`config.mk`:
```
export PLATFORM = sky130hd
export DESIGN_NAME = mta_ram
export DESIGN_NICKNAME = d
export VERILOG_FILES = /design/src/rtl/core/mesh_tangent_accumulator_unit_macros.svh /design/src/rtl/core/mta_ram.sv
export SDC_FILE = /design/constraint.sdc
export NUM_CORES = 1
export LEC_CHECK = 0
export ABC_AREA = 1
export BUFFER_PORTS_ARGS = -buffer_cell sky130_fd_sc_hd__buf_4
export CAP_MARGIN = 30
export CORE_MARGIN = 10
export CORE_UTILIZATION = 47
export CTS_BUF_LIST = sky130_fd_sc_hd__clkbuf_4 sky130_fd_sc_hd__clkbuf_8
export DETAILED_ROUTE_END_ITERATION = 6
export PLACE_DENSITY = 0.66
export REMOVE_ABC_BUFFERS = 1
export SLEW_MARGIN = 20
export SYNTH_ARGS = -nofsm -noshare
export SYNTH_HDL_FRONTEND = slang
export SYNTH_SLANG_ARGS = --single-unit
```
`constraint.sdc`:
```
create_clock -name i_clk -period 1.2 [get_ports i_clk]
set_input_delay 0.18 -clock i_clk [delete_from_list [all_inputs] [get_ports i_clk]]
set_output_delay 0.18 -clock i_clk [all_outputs]
set_load 0.1 [all_outputs]
```
`src/rtl/core/mesh_tangent_accumulator_unit_macros.svh`:
```
// assertion macros for the mesh tangent accumulator
// expects i_clk and i_rst_n in the scope of use
`ifndef MESH_TANGENT_ACCUMULATOR_UNIT_MACROS_SVH
`define MESH_TANGENT_ACCUMULATOR_UNIT_MACROS_SVH

// same-cycle implication
`define MTA_ASSERT_IMP(label, pre, post, msg) \
    label: assert property (@(posedge i_clk) disable iff (!i_rst_n) (pre) |-> (post)) \
        else $error(msg);

// next-cycle implication
`define MTA_ASSERT_NXT(label, pre, post, msg) \
    label: assert property (@(posedge i_clk) disable iff (!i_rst_n) (pre) |=> (post)) \
        else $error(msg);

`endif

```
`src/rtl/core/mta_ram.sv`:
```
// generic single-write, single-read ram with registered read data
// no dependencies
`timescale 1ns / 1ps

module mta_ram #(
    parameter int WIDTH = 8,
    parameter int DEPTH = 16
) (
    input  logic                     i_clk,
    input  logic                     i_we,
    input  logic [$clog2(DEPTH)-1:0] i_waddr,
    input  logic [WIDTH-1:0]         i_wdata,
    input  logic [$clog2(DEPTH)-1:0] i_raddr,
    output logic [WIDTH-1:0]         o_rdata
);

    logic [WIDTH-1:0] r_mem [DEPTH];
    logic [WIDTH-1:0] r_rdata;

    always_ff @(posedge i_clk) begin
        if (i_we) begin
            r_mem[i_waddr] <= i_wdata;
        end
        r_rdata <= r_mem[i_raddr];
    end

    assign o_rdata = r_rdata;

endmodule

```
Word-level counts from Yosys, hierarchy flattened
Memories as Yosys holds them, arrays and structs flattened. A register that Yosys moved wholly into a read port is not among the register bits.
Index checks and enable logic that the tools add are counted.

operators by class
  mux-type cells = 2

operators with widths
  cell    count
  $mux 1  2

word-level totals
  register bits after elaboration = 0
  bits in writable memories = 128
  input bits = 18
  word-level logic and storage cells = 3
  memories = 1

memory list
  name   depth  width  rd ports  clocked after memory_dff  wr ports  RTL line       RTL
  r_mem  16     8      1         1                         1         mta_ram.sv:17  logic [WIDTH-1:0] r_mem [DEPTH];

Longest topological paths before layout
  word-level depth = 2
  gate-level depth with buffers = 8

Worst setup path after synthesis
Ideal clock, no wire load.

  path type = input-to-reg
  start = in i_waddr[3]
  end = mem r_mem[4][0], enable pin
  setup time = 0.370 ns
  data arrival time = 0.761 ns
  slack = 0.069 ns
  cell stages on the path = 2
  buffers on the path = 0
  cells stage by stage = nand3b_1 > nor2_1

RTL lines
  item             RTL line       RTL
  start, declared  mta_ram.sv:11  input logic [$clog2(DEPTH)-1:0] i_waddr,
  end, declared    mta_ram.sv:17

No word-level cell before the write port.

Worst setup path after layout
  start = reg r_rdata[5] (netlist: o_rdata[5]), read port of r_mem
  end = out o_rdata[5]

RTL lines
  item             RTL line       RTL
  start, declared  mta_ram.sv:18  logic [WIDTH-1:0] r_rdata;
  end, declared    mta_ram.sv:14  output logic [WIDTH-1:0] o_rdata

No word-level cell between the ends.

==> summary.txt <==
Worst hold path
  • Worst hold stages: 3
  • Worst hold path type: input port to flip-flop
  • Startpoint of the tightest hold check path: i_raddr[3]

Run
  • Max Cap Viol: 0

Routing
  • Detailed-route via count: 3,828
  • Detail Route Antenna Nets: 0
  • Average detailed-routed wire length per instance: 16.0 µm
  • Iter 0 DRT Violations: 353
  • Number of vias per cell after detailed routing: 5.02
  • Total Routed Length: 12,200 µm
  • DRC errors left: 0
  • First drt pass iteration count: 5

Clock tree
  • Clock Tree Root: sky130_fd_sc_hd__clkbuf_8
  • CTS tree: built
  • CTS sink cnt: 136
  • CTS Buf Count: 17
  • Hold-fix buffers at CTS: 0
  • Setup bufs post-CTS: 0
  • Max Buffers Root-to-Sink: 2
  • Register clock-pin slew on the reported worst setup and hold paths: 0.07 ns
  • Maximum level of the CTS H-tree: 4
  • Clock latency on the worst-skew pair: 0.44 ns
  • Total of cells resized after clock tree synthesis: 22

Setup path
  • Slowest cell delay on critical path: 0.35 ns
  • CP Capture Type: output pin
  • Cell type group with the largest total delay on the critical path: flip-flops
  • Critical path buffer and inverter count: 1
  • Start point of the critical path: o_rdata[5]$_DFF_P_
  • Kind of start point of the critical path: flip-flop
  • Max stage delay cell, worst path: sky130_fd_sc_hd__dfxtp_1
  • Worst-path fanout max: 1
  • Cell count along the critical path: 1
  • WP data required: 1.02 ns
  • Cell Chain, Critical Path: buf_8
  • Kind of critical path: flip-flop to output pin
  • Crit path arrival time: 0.99 ns
  • R2R cell count: 6
  • Source of the worst register-to-register timing path: r_mem[5][4]$_DFFE_PP_

Floorplanning
  • Total die area: 0.0171 mm²
  • Die extent in y: 131 µm
  • Die X: 131 µm
  • Rows: 40
  • Floorplan core area: 0.0120 mm²
  • Starting density of the core: 48.0%
  • Top-Level Pins: 26

Timing
  • Fin crit period: 1.17 ns
  • Least-Margin Pin Slew: 0.322 ns
  • Highest Clock Rate: 853 MHz
  • Max Slew Vio Count: 0
  • # setup viols final: 0
  • Share of the clock period used by the worst path after layout: 97.7%
  • Min Hold Slack: 0.0575 ns
  • Relative slew margins: 78.5%
  • Hold Vio Cnt, Final: 0
  • Worst clock skew: 0.00766 ns

Status
  • Status: completed

Global route
  • Number of antenna violations at the first check in global routing: 0
  • Number of global-route vias before repair: 3,822
  • Overflow left after global routing: 0
  • First-pass GRT wire length: 19,600 µm
  • Largest net degree at the start of global routing: 41
  • Overall Global Routing Usage: 15.3%

Final layout
  • Multi-input gate area in the final layout: 0.00121 mm²
  • Leading cell types in the layout, fill and taps excluded: sky130_fd_sc_hd__nand2_1 (173), sky130_fd_sc_hd__edfxtp_1 (128), sky130_fd_sc_hd__inv_1 (100)
  • Count of nets after finishing: 620
  • Antenna diode instance count: 0
  • Share of cells above drive strength 1: 15.0%
  • Layout Cell Area excl Fill: 0.00674 mm²
  • Area added between synthesis and finish: 16.9%
  • Fill cell count: 1,016
  • Most common library cell in the layout ignoring fill and taps: sky130_fd_sc_hd__nand2_1
  • Sequential cell area: 0.00401 mm²

Synth
  • Share of synthesized area occupied by flip-flops and latches: 69.4%
  • Yosys synthesis warning count: 0
  • Number of distinct library cell variants in the gate-level netlist after synthesis: 12
  • Post-synthesis sequential element count: 136
  • Post-synthesis instance total: 551
  • Cell area after synthesis: 0.00577 mm²
  • Synthesized area divided by synthesized cell count: 10.5 µm²

Placement
  • Placer congestion estimate: 0.832
  • Area after detailed placement: 0.00627 mm²
  • PortBufs: 25
  • Final HPWL from detailed placement: 7990 µm

Pwr
  • Post-route total power: 9.93 mW
  • Leakage component of the power: 2.95 nW
  • Total power per unit cell area: 1470 mW/mm²
  • Max VDD drop: 678 µV
[per-stage QoR]
step	setup slack, ns	util, %	cells	setup TNS [ns]
4_1_cts	0.00101	56.0	762	0
6_report	0.0276	56.1	762	0
2_1_floorplan	0.0395	-	527	0
3_5_place_dp	-0.0819	52.2	730	-1.52
5_1_grt	-0.00842	56.1	762	-0.0149
3_3_place_gp	-0.0524	52.2	730	-0.754
[tightest hold or removal path, stage by stage]
cell,delay [ns]
sky130_fd_sc_hd__buf_4,0.15
sky130_fd_sc_hd__nand3_1,0.08
sky130_fd_sc_hd__nand2_1,0.04
[power by group]
part	switching, mW	internal (mW)
Combinational	0.663	0.324
Sequential	0.0453	5.31
Clock	1.63	1.96
[routing by layer]
layer,vias to the layer above,part of all wire (%),GRT usage (%)
li1,1872,-,-
met1,1819,43,18.9
met2,109,49,24.7
met3,28,5.5,3.87
met4,0,2.7,7.00
met5,-,0,0
[cell families after synthesis]
group | after synthesis | synth area share [%]
flops | 136 | 69.4
simple gates | 289 | 21.0
buf+inv | 126 | 9.52
[path summary, 6_finish.rpt]
kind                         to  slack [ns]
min          o_rdata[6]$_DFF_P_        0.06
max reg2reg  o_rdata[4]$_DFF_P_        0.23
min reg2reg  o_rdata[4]$_DFF_P_        0.69
max                  o_rdata[5]        0.03
[cell usage after synthesis (all sizes together)]
library cell,n,share of area [%]
nand2,173,11
edfxtp,128,67
inv,102,6.6
nand3,97,8.4
buf,24,2.9
nor2,17,1.1
dfxtp,8,2.8
nand3b,2,0.26
[area by class of cell]
type                    instances  area share [%]
clock buffers                  21            4.10
flip-flops and latches        136            59.5
well taps                     147            2.73
clock inverters                11            1.54
inverters                     102            5.68
multi-input cells             289            18.0
repair buffers                 56            8.50
[flip-flops by register name, summed over array words and instances (netlist names)]
register	count
r_mem	128
o_rdata	8
Power figures use the tool's default switching activity.
