**src/rtl/core/mesh_tangent_accumulator_unit_macros.svh**
```systemverilog
// assertion macros for the mesh tangent accumulator
// expects i_clk and i_rst_n in the scope of use
`ifndef MESH_TANGENT_ACCUMULATOR_UNIT_MACROS_SVH
`define MESH_TANGENT_ACCUMULATOR_UNIT_MACROS_SVH

// same-cycle implication
`define MTA_ASSERT_IMP(label, pre, post, msg) \
    label: assert property (@(posedge i_clk) disable iff (!i_rst_n) (pre) |-> (post)) \
        else $error(msg);

// next-cycle implication
`define MTA_ASSERT_NXT(label, pre, post, msg) \
    label: assert property (@(posedge i_clk) disable iff (!i_rst_n) (pre) |=> (post)) \
        else $error(msg);

`endif

```
**src/rtl/core/mta_pkg.sv**
```systemverilog
// shared types, constants and status codes of the mesh tangent accumulator
// no dependencies
`timescale 1ns / 1ps

package mta_pkg;

    localparam int IDX_W          = 10;
    localparam int COORD_W        = 32;
    localparam int ACC_W          = 40;
    localparam int PROD_W         = 64;
    localparam int MAX_VERTICES_DEF = 1024;

    localparam logic signed [32:0] SAT_DELTA  = 33'sd2147483647;
    localparam logic signed [40:0] ACC_MAX    = 41'sd549755813887;
    localparam logic signed [40:0] ACC_MIN    = -41'sd549755813888;
    localparam logic signed [40:0] SNAP_LIMIT = 41'sd107374;

    localparam logic CMD_CORNER = 1'b0;
    localparam logic CMD_READ   = 1'b1;

    localparam logic [2:0] ST_HELD      = 3'd0;
    localparam logic [2:0] ST_FACE      = 3'd1;
    localparam logic [2:0] ST_DEGEN_UV  = 3'd2;
    localparam logic [2:0] ST_ZERO_TAN  = 3'd3;
    localparam logic [2:0] ST_READ_OK   = 3'd4;
    localparam logic [2:0] ST_READ_EMPTY = 3'd5;

    typedef struct packed {
        logic                      command;
        logic [IDX_W-1:0]          vtx_id;
        logic signed [COORD_W-1:0] pos_x;
        logic signed [COORD_W-1:0] pos_y;
        logic signed [COORD_W-1:0] pos_z;
        logic signed [COORD_W-1:0] tex_u;
        logic signed [COORD_W-1:0] tex_v;
    } t_in_item;

    typedef struct packed {
        logic [2:0]                status;
        logic [IDX_W-1:0]          echo_index;
        logic signed [COORD_W-1:0] tangent_x;
        logic signed [COORD_W-1:0] tangent_y;
        logic signed [COORD_W-1:0] tangent_z;
    } t_out_item;

    typedef logic [2:0][ACC_W-1:0] t_acc_row;

endpackage

```
**src/rtl/core/mta_mul.sv**
```systemverilog
// shared signed multiplier with a registered product
// depends on mta_pkg
`timescale 1ns / 1ps

module mta_mul
    import mta_pkg::*;
(
    input  logic                      i_clk,
    input  logic signed [COORD_W-1:0] i_a,
    input  logic signed [COORD_W-1:0] i_b,
    output logic signed [PROD_W-1:0]  o_prod
);

    logic signed [PROD_W-1:0] r_prod;

    always_ff @(posedge i_clk) begin
        r_prod <= PROD_W'(i_a) * PROD_W'(i_b);
    end

    assign o_prod = r_prod;

endmodule

```
**config.mk**
```make
export PLATFORM = sky130hd
export DESIGN_NAME = mta_mul
export DESIGN_NICKNAME = d
export VERILOG_FILES = /design/src/rtl/core/mesh_tangent_accumulator_unit_macros.svh /design/src/rtl/core/mta_pkg.sv /design/src/rtl/core/mta_mul.sv
export SDC_FILE = /design/constraint.sdc
export NUM_CORES = 2
export LEC_CHECK = 0
export ABC_CLOCK_PERIOD_IN_PS = 10800
export CAP_MARGIN = 25
export CORE_MARGIN = 2
export CORE_UTILIZATION = 60
export CTS_BUF_LIST = sky130_fd_sc_hd__clkbuf_2 sky130_fd_sc_hd__clkbuf_4 sky130_fd_sc_hd__clkbuf_8
export CTS_CLUSTER_DIAMETER = 50
export DETAILED_ROUTE_END_ITERATION = 8
export DONT_BUFFER_PORTS = 1
export PLACE_DENSITY = 0.91
export SKIP_LAST_GASP = 1
export SYNTH_ARGS = -nofsm -noshare
export SYNTH_HDL_FRONTEND = slang
export SYNTH_SLANG_ARGS = --single-unit
```
**constraint.sdc**
```tcl
create_clock -name i_clk -period 10.8 [get_ports i_clk]
set_input_delay 3.24 -clock i_clk [delete_from_list [all_inputs] [get_ports i_clk]]
set_output_delay 3.24 -clock i_clk [all_outputs]
set_load 0.005 [all_outputs]
```
=== Word level (Yosys, flattened, before mapping) ===
Cells that the tools add are included.

* Add/sub/neg operators: 0
* Multipliers: 1
* Div/mod/pow operators: 0
* Magnitude comparators: 0
* Equal/unequal tests: 0
* Shifts and indexed selects: 0
* Mux-type cells: 0
* Bitwise gates (word level): 0
* Reduce and logical (&&, ||, !) cells: 0

{| class="wikitable"
|+ Operators with widths
! cell !! count
|-
| multiplier 32 x 32 -> 64 bit || 1
|}

* Register bits: 64
* Bits in latches: 0
* Bits in writable memories: 0
* ROM bits: 0
* Output and inout bits: 64
* Logic and storage cells: 2
* Memories kept: 0

=== Logic depth before layout (Yosys ltp) ===
* Depth in word-level cells: 1
* Depth in mapped cells: 28
* Mapped depth without buffers: 27

=== Worst setup path after synthesis ===
No wires, ideal clock.

* Path kind: in2reg
* From: input port i_b[2]
* To: register r_prod[62], in the netlist o_prod[62]
* Setup time: 0.072 ns
* Arrival: 10.429 ns
* Slack: 0.299 ns
* Stages on the path: 24
* Path through: clkbuf_1 -> nand2_1 -> inv_1 -> fa_1 -> fa_1 -> fa_1 -> fa_1 -> inv_1 -> fa_1 -> inv_1 -> fa_1 -> inv_1 -> fa_1 -> inv_1 -> fa_1 -> ha_1 -> and3_1 -> nand2_1 -> or3_1 -> o22a_1 -> o211ai_1 -> a31oi_1 -> o31ai_1 -> xor2_1

* Cells in the longest elaborated chain, start to end: 1

{| class="wikitable"
|+ Ends and longest elaborated chain
! item !! line !! source
|-
| start: declaration || mta_mul.sv:10 || <nowiki>input logic signed [COORD_W-1:0] i_b,</nowiki>
|-
| multiplier 32 x 32 -> 64 bit || mta_mul.sv:17 || <nowiki>r_prod <= PROD_W'(i_a) * PROD_W'(i_b);</nowiki>
|-
| end signal: assignment || mta_mul.sv:17 ||
|-
| end: declaration || mta_mul.sv:14 || <nowiki>logic signed [PROD_W-1:0] r_prod;</nowiki>
|}

No other way between the ends.

=== Worst setup path in the final report ===
* From: input port i_b[2]
* To: register r_prod[60], in the netlist o_prod[60]

Same word-level chain as after synthesis.

==> flow_summary_export.csv <==
group,metric,value,unit
placed_design,dp.cells,4504,
cts,post_cts_buffers,0,
synthesis,synth.avg_cell_area,9.59,um2
setup_path,crit_path_start_kind,"primary input",
floorplan,io_pins,129,
synthesis,synth-edff-count,0,
drt,vias_per_cell,5.90,
cts,cts.clk_slew.worst_paths,0.09,ns
setup_path,crit_path_end,"o_prod[60]",
drt,wl,98.4,mm
setup_path,crit_start,"i_b[2]",
layout,largest_register_ffs,64,
sta,maxSlewHeadroom,53.9,%
layout,layout_commonest_cell,"fa_1",
synthesis,synth_async_sr_flop_share,0,%
synthesis,seq_area_frac_synth,3.44,%
drt,drt_iter0_markers,2335,
layout,most-common-layout-cells,"fa_1, inv_1, and2_1, nand2_1, ha_1",
layout,n_fill_cell,4395,
sta,drv_slew,0,
worst_hold_path,min_path_type,"primary input to flop",
synthesis,synth_cell_type_count,63,
setup_path,arrival,10.87,ns
sta,period_needed,10.43,ns
synthesis,synthTopCellsByArea,"fa_1, inv_1, and2_1",
synthesis,syn_area,37200,um2
layout,syn_to_final_growth,1.88,%
drt,first_pass_iters,6,
global_route,first_global_vias,31200,
global_route,grt-ovfl-total,0,
cts,clock_path_buffers,2,
drt,drtAntennaViolNets,0,
flow_run,drv_cap,0,
global_route,grtUsageTotal,33.1,%
layout,final_cells,4521,
layout,seq_area,1280,um2
placed_design,routabilityCongestion,0.940,
floorplan,die_h,253,um
floorplan,core,61500,um2
synthesis,synthCells,3884,
synthesis,yosys_most_used_dff,"dfxtp_1",
sta,rsz0062_at_grt,"false",
floorplan,start_util,60.6,%
drt,wl_per_cell,21.8,um
synthesis,synth_top_area_share,58.2,%
placed_design,dp_slack,-0.0139,ns
cts,clock_sinks,64,
setup_path,critPathRequiredTime,11.23,ns
layout,multiInputGateArea,31600,um2
global_route,grt_max_degree,33,
setup_path,cp_max_fo,32,
layout,fin_nets,5056,
floorplan,rows,91,
sta,final-setup-viol-count,0,
sta,fin_ws,0.366,ns
sta,min_period_over_period,96.6,%
run_status,status,"finished clean",
synthesis,yosysWarnings,0,
global_route,antenna_found_initial,3,
cts,cts_hold_buf,0,
synthesis,syn_nets,5215,
cts,cts_tree,"yes",
sta,setup_tns,0,ns
synthesis,yosysTopAreaCell,"fa_1",
drt,vias,26700,
global_route,grt_pass1_wl,161,mm
layout,drive_above_1_share,1.85,%
floorplan,die_w,253,um
placed_design,port_buffers,0,
setup_path,path_class,"primary input to flop",
floorplan,dieArea,64100,um2
synthesis,synth_seq_cells,64,
setup_path,end_kind,"flop",
cts,cts-root-buf,"clkbuf_8",
sta,worst_pin_slew,0.690,ns
drt,drc,0,
cts,cts_buffers,9,
cts,h-tree-depth,3,
sta,hold_viol_final,0,
sta,max_freq,95.8,MHz
placed_design,hpwl,79.4,mm
cts,cts_resized,0,
## per-stage QoR
step           hold WS [ns]  area, um2  utilization [%]
5_1_grt                2.85      37900             61.7
6_report               2.87      37900             61.7
3_3_place_gp           3.37      37700             61.3
3_5_place_dp           3.37      37700             61.3
4_1_cts                2.87      37900             61.7
2_1_floorplan          3.37      37200                -
## worst min-delay path by stage
stage / start / end / slack [ns] / depth (start not counted)
after global routing: i_a[0] / o_prod[0] / 2.85 / 1
after CTS: i_a[0] / o_prod[0] / 2.87 / 1
final: i_a[0] / o_prod[0] / 2.87 / 1
after global placement: i_a[0] / o_prod[0] / 3.37 / 1
after floorplan: i_b[0] / o_prod[0] / 3.37 / 1
after detailed placement: i_a[0] / o_prod[0] / 3.37 / 1
## cell usage after synthesis (all sizes together) (13+ instances only)
cell    number
nand3       15
clkbuf     195
fa        1082
dfxtp       64
a21o        25
inv        952
nand2      511
xor2        22
nor2        42
o21bai      15
a31oi       13
and2       516
ha         184
o21ai       31
a21oi       68
xnor2       53
## metal layers
layer	vias up	routed length (um)	global-route usage [%]
li1	10700	-	-
met1	13600	31500	37.4
met2	1771	48500	54.7
met3	570	10400	9.47
met4	6	7950	22.8
met5	-	37	0
## cell type report
cell class,count,area share [%]
Inverter,952,9.42
Antenna cell,1,0.00659
Sequential cell,64,3.38
Multi-Input combinational cell,2668,83.4
Timing Repair Buffer,30,0.594
Clock buffer,12,0.435
Clock inverter,4,0.198
Tap cell,790,2.61
## logic make-up (layout without fill, tap and decap cells)
family / Yosys count / after routing / synth area share [%]
buffers and inverters: 1152 / 998 / 11.6
AO/OA/AOI/OAI: 193 / 193 / 3.46
adder cells (fa/ha/maj): 1266 / 1266 / 64.3
AND/OR/NAND/NOR: 1134 / 1134 / 15.4
flip-flops: 64 / 64 / 3.44
other: 0 / 1 / 0
XOR/XNOR: 75 / 75 / 1.76
## critical path, stage by stage
cell       delay [ns]
nand2_1          0.10
inv_1            0.09
fa_1             0.61
fa_1             0.47
fa_1             0.74
buf_4            0.22
fa_1             0.44
fa_1             0.51
fa_1             0.57
fa_1             0.45
fa_1             0.52
ha_1             0.42
a21o_1           0.23
a31oi_1          0.31
nor2_1           0.11
a2111oi_2        0.41
o22a_1           0.19
o211ai_1         0.16
buf_4            0.21
a2111oi_1        0.34
o21bai_1         0.12
a21oi_1          0.21
xnor2_1          0.14
Power is not shown: default switching activity piles up to over one toggle a cycle in this logic, so the estimate is an artifact.
